===== src/rtl/kmp_pkg.sv =====
// ----------------------------------------------------------------------------
// kmp_pkg
// Shared constants, controller states and control/status bundles for the
// k-max pooling row block.
// ----------------------------------------------------------------------------
package kmp_pkg;

    localparam int ROW_MAX_DEF = 1024;
    localparam int K_MAX_DEF   = 64;

    localparam int SAMPLE_W    = 16;
    localparam int COL_W       = 10;
    localparam int KEEP_W      = 7;
    localparam int OUT_TDATA_W = 32;

    localparam logic [KEEP_W-1:0] KEEP_RESET = KEEP_W'(1);

    typedef enum logic [2:0] {
        ST_LOAD,
        ST_RANK,
        ST_READ,
        ST_TEST,
        ST_SHORT
    } kmp_state_t;

    typedef struct packed {
        logic load;
        logic rank;
        logic rd;
        logic emit;
        logic emit_short;
    } kmp_cmd_t;

    typedef struct packed {
        logic short_row;
        logic hit;
        logic last_hit;
        logic out_free;
    } kmp_stat_t;

endpackage


===== src/rtl/kmp_ctrl.sv =====
// ----------------------------------------------------------------------------
// kmp_ctrl
// Controller: sequences row load, threshold pick, column scan and emit.
// ----------------------------------------------------------------------------
module kmp_ctrl (
    input  logic              clk,
    input  logic              rst_n,
    input  logic              s_axis_tvalid,
    input  logic              s_axis_tlast,
    output logic              s_axis_tready,
    input  kmp_pkg::kmp_stat_t stat,
    output kmp_pkg::kmp_cmd_t  cmd
);

    kmp_pkg::kmp_state_t state_reg;
    kmp_pkg::kmp_state_t state_next;

    always_ff @(posedge clk or negedge rst_n)
    begin
        if (!rst_n)
        begin
            state_reg <= kmp_pkg::ST_LOAD;
        end
        else
        begin
            state_reg <= state_next;
        end
    end

    always_comb
    begin
        state_next = state_reg;
        unique case (state_reg)
            kmp_pkg::ST_LOAD:
            begin
                if (s_axis_tvalid && s_axis_tlast)
                begin
                    state_next = kmp_pkg::ST_RANK;
                end
            end
            kmp_pkg::ST_RANK:
            begin
                state_next = stat.short_row ? kmp_pkg::ST_SHORT : kmp_pkg::ST_READ;
            end
            kmp_pkg::ST_READ:
            begin
                state_next = kmp_pkg::ST_TEST;
            end
            kmp_pkg::ST_TEST:
            begin
                if (!stat.hit)
                begin
                    state_next = kmp_pkg::ST_READ;
                end
                else if (stat.out_free)
                begin
                    state_next = stat.last_hit ? kmp_pkg::ST_LOAD : kmp_pkg::ST_READ;
                end
            end
            kmp_pkg::ST_SHORT:
            begin
                if (stat.out_free)
                begin
                    state_next = kmp_pkg::ST_LOAD;
                end
            end
            default:
            begin
                state_next = kmp_pkg::ST_LOAD;
            end
        endcase
    end

    always_comb
    begin
        cmd           = '0;
        s_axis_tready = 1'b0;
        unique case (state_reg)
            kmp_pkg::ST_LOAD:
            begin
                s_axis_tready = 1'b1;
                cmd.load      = s_axis_tvalid;
            end
            kmp_pkg::ST_RANK:
            begin
                cmd.rank = 1'b1;
            end
            kmp_pkg::ST_READ:
            begin
                cmd.rd = 1'b1;
            end
            kmp_pkg::ST_TEST:
            begin
                cmd.emit = stat.hit && stat.out_free;
            end
            kmp_pkg::ST_SHORT:
            begin
                cmd.emit_short = stat.out_free;
            end
            default:
            begin
                cmd = '0;
            end
        endcase
    end

endmodule


===== config.mk =====
export PLATFORM = sky130hd
export DESIGN_NAME = kmp_ctrl
export DESIGN_NICKNAME = d
export VERILOG_FILES = /design/src/rtl/kmp_pkg.sv /design/src/rtl/kmp_ctrl.sv
export SDC_FILE = /design/constraint.sdc
export NUM_CORES = 1
export LEC_CHECK = 0
export BUFFER_PORTS_ARGS = -buffer_cell sky130_fd_sc_hd__buf_2
export CORE_AREA = 2 2 39 41
export CTS_CLUSTER_DIAMETER = 50
export CTS_CLUSTER_SIZE = 12
export DETAILED_ROUTE_END_ITERATION = 6
export DIE_AREA = 0 0 41 43
export HOLD_SLACK_MARGIN = 0.06
export PLACE_DENSITY = 0.37
export SLEW_MARGIN = 20
export SYNTH_ARGS = -nofsm -noshare
export SYNTH_HDL_FRONTEND = slang
export SYNTH_SLANG_ARGS = --single-unit
export TNS_END_PERCENT = 50

===== constraint.sdc =====
create_clock -name clk -period 2.5 [get_ports clk]
set_input_delay 0.125 -clock clk [delete_from_list [all_inputs] [get_ports clk]]
set_output_delay 0.125 -clock clk [all_outputs]
set_load 0.01 [all_outputs]

# Word level (Yosys, flattened, before mapping)
# Cells that the tools add are included.
[word_totals]
word_cells = 25
ff_bits = 3
input_bits = 8
output_inout_bits = 6
[op_classes]
n_reduce_logical = 4
n_eq_ne = 7
n_mux = 13
[ops]
columns = ["cell", "n"]
rows = [
  ["two-way mux 3 bit", 5],
  ["case mux 3 bit (5 select lines)", 1],
  ["== test 3 x 2 -> 1 bit (second input constant)", 2],
  ["two-way mux 1 bit", 6],
  ["inequality test 2 bit (second input constant)", 2],
  ["== test 3 x 1 -> 1 bit (second input constant)", 1],
  ["== test 3 bit (second input constant)", 1],
  ["logical NOT 3 bit", 1],
  ["inequality test 3 bit (second input constant)", 1],
  ["AND reduction 3 bit", 1],
  ["logical AND 1 bit", 2],
  ["two-way mux 2 bit", 1],
]

# Logic depth before layout (Yosys ltp)
[logic_depth]
depth_word = 4
mapped_depth = 3
ltp_nobuf = 2

# Least setup slack after synthesis
# Ideal clock, no wire load.
[synth_timing]
path_type = "reg-to-output"
startpoint = "register state_reg[0]"
endpoint = "output port cmd[4] in the netlist's numbering"
setup_slack_ps = 1322
arrival_time_ps = 1053
n_path_buf = 1
t_required_ps = 2375
stages_incl_launch_ff = 4
path_cell_list = "dfrtp_1 buf_6 nor3_1 and2_1"
[synth_rtl]
columns = ["element", "line", "rtl"]
rows = [
  ["start: declaration", "kmp_ctrl.sv:15", "kmp_pkg::kmp_state_t state_reg;"],
  ["start signal: assignment", "kmp_ctrl.sv:22", "state_reg <= kmp_pkg::ST_LOAD;"],
  ["start signal: assignment", "kmp_ctrl.sv:26", "state_reg <= state_next;"],
  ["end: declaration", "kmp_ctrl.sv:12", "output kmp_pkg::kmp_cmd_t cmd"],
]

==> metrics <==
Post-Route Utilization 0.2233; remaining routing DRC violations 0; peak per-stage delay on the critical path 460 ps; final antenna diode count 0; sum of negative setup slack 0 ps; total half-perimeter wirelength after legalization and detailed placement 370.4 um; number of flip-flops in the largest register 3; post-synthesis instance total 24; standby leakage power 0.1452 nW; effective utilization at floorplan 0.1474; IO Count 14; initial antenna violation count 0; data arrival time at the worst-slack endpoint 1190 ps; Hold Violations, Final 0; wl on met1 230 um; final design instance area without fill 309.0 um^2; post-route fraction of the period consumed by the critical path 0.5246; IO Port Bufs 13; Sw Share 0.3793; largest net degree at the start of global routing 10; Post-Synthesis Net Count 32; Post-synth ARST share 1.000; Highest Clock Rate 762.5 MHz; number of nets in the finished design 49; Layout Area Growth over Synthesis 51.53%; Int Power 0.0001893 W; clock-pin slew on the worst setup and hold paths 40 ps; yosys synthesis warning count 0; Die Outline Area 1763 um^2; number of global-route vias before repair 198; routed via count 221; cell class contributing the biggest share of worst-path delay flip-flops; Slew Viols, Final 0; count of different cell masters after synthesis 17; total instance count after detailed placement 51; routability-driven placement congestion ratio 0.7289; met3 routed wirelength 32 um; CTS root buf clkbuf_4; insertion delay to the later sink of the worst-skew pair 230 ps; leading post-synthesis cells by cell area dfrtp_1 (37%), nand3b_1 (7.4%), buf_6 (5.5%); top-count cell post-synth dfrtp_1; class of the tightest hold or removal check in -> reg; vias per inst 3.946; startpoint class of the critical path flip-flop; final routed wire length divided by cell count 9.161 um; slowest stage cell, crit path dfrtp_1; sequential fraction of the synthesis area 0.3681; worst slack after detailed placement 1428 ps; num rows 14; largest vdd supply drop 0.2087 mV; Core Area 1384 um^2; DRT Wirelength 513 um; number of DRC violations after detailed-routing iteration 0 3; height of the die 43 um; worst-margin pin slew 266.5 ps; pwr/cell area 987.0 nW/um^2; final standard cell count with taps included and fillers excluded 56; unrepaired setup endpoints after global routing false; final setup slack of the worst path 1188 ps; number of max-capacitance violations reported 0; relative slew slack 0.8223; GRT Resource Usage Total 0.07638; post-detailed-route count of antenna-violating nets 0; dominant register cell in the synthesized netlist dfrtp_1; Critical Path Sink Type output port; Cell Area, Placed 272.8 um^2; power share of the sequential group 0.352; number of sinks on the clock net 3; clock tree from TritonCTS yes; biggest fanout along the worst timing path 9; share of total power in combinational logic 0.372; Detail Route met2 WL 230 um; final critical path time including I/O delays and setup 1312 ps; average cell area after synthesis 8.498 um^2; number of endpoints failing setup at the final stage 0; Clk pwr share 0.276; type of the worst setup path reg -> out; sequence of cells on the critical path nor3_1, and2_1, buf_2; Worst Path Required 2380 ps; global-route wire length before repair 800 um; CTS Buf Count 3; share of the synthesized area in the top cell type 0.3681; H-tree Lvls 1; fraction of final layout cells sized beyond drive strength 1 0.4250; total of flip-flops plus latches after synthesis 3; length of the first detailed-routing pass in iterations 3; worst clock skew 0.6241 ps; Resized cells post-CTS 0; uppermost signal routing layer after detailed routing met4; cell area after synthesis 203.9 um^2; R2R Setup Slk 1450 ps; Chip Width 41 um; net switching power of the design 0.0001157 W; result of the run completed; number of buffers between clock root and the deepest sink 2; critical path buffer and inverter count 1; sum of overflow across all layers after global routing 0; EDFF count, synth 0; cell type with the highest aggregate area in the netlist dfrtp_1
## worst paths after layout
kind	from	end	cells after the start
worst max-delay path	state_reg[0]	cmd[4]	3
worst min-delay path	stat[3]	state_reg[2]	3
worst max register to register	state_reg[0]	state_reg[2]	2
worst min register to register	state_reg[2]	state_reg[0]	1
max in group asynchronous	rst_n	state_reg[0]	2
min in group asynchronous	rst_n	state_reg[1]	2
## power groups by stage
stage                     Clock (W)  Sequential, W  Combinational [W]
final                     0.0000841       0.000107           0.000114
after global routing      0.0000948       0.000114           0.000127
after CTS                 0.0000897       0.000108           0.000116
after detailed placement          0       0.000109           0.000114
after global placement            0       0.000110           0.000115
after floorplan                   0      0.0000757           0.000120
## worst reg2reg max path, cell delays in order (launching register included)
cell and delay (ps):
dfrtp_1 460, or3b_1 400, a21oi_1 130
## cell usage in the layout (no fill, tap or decap)
cell type and n:
buf_2 13, o221a_2 1, nand2_1 2, a211oi_1 1, dlygate4sd3_1 1, nand3b_1 2, or3b_1 1, clkbuf_1 1
nor2_1 2, nor3b_1 1, nand3_1 1, clkbuf_4 3, nor2b_1 1, inv_1 1, nand2b_1 1, a21oi_1 2
nor3_1 2, dfrtp_1 3, and2_1 1
## cell type report
class	count	area (um^2)
inverter	1	3.754
clock buffer	4	26.28
sequential	3	75.07
tap	16	20.02
timing repair buffer	14	75.07
fill	159	1075
multi-input combinational	18	108.9
## per-layer routing
| layer | global-route usage | vias up |
|---|---|---|
| met5 | 0 | - |
| met4 | 0.1200 | 0 |
| met3 | 0.01571 | 2 |
| met2 | 0.09063 | 9 |
| met1 | 0.08387 | 92 |
| li1 | - | 118 |
## metrics by stage
step | hold slack (ps) | total power, W
floorplan | -170.6 | 0.0001960
global placement | -76.02 | 0.0002245
detailed placement | -78.52 | 0.0002228
CTS | 165.8 | 0.0003140
global route | 184.9 | 0.0003359
finish | 178.8 | 0.0003050
## cell families (layout without fill, tap and decap cells)
family / after synthesis / after routing / share of synthesized area
AOI/OAI and AO/OA: 4 / 4 / 0.1411
buffers and inverters: 3 / 19 / 0.09811
and+or+nand+nor: 14 / 14 / 0.3927
DFF: 3 / 3 / 0.3681
## what timing repair did
action | in CTS | in global routing
buffers inserted | 0 | 0
hold endpoints to repair | 3 | 0
hold buffers | 1 | 0
setup endpoints to repair | 0 | 0
No activity file was read; power rests on OpenSTA's default activity.
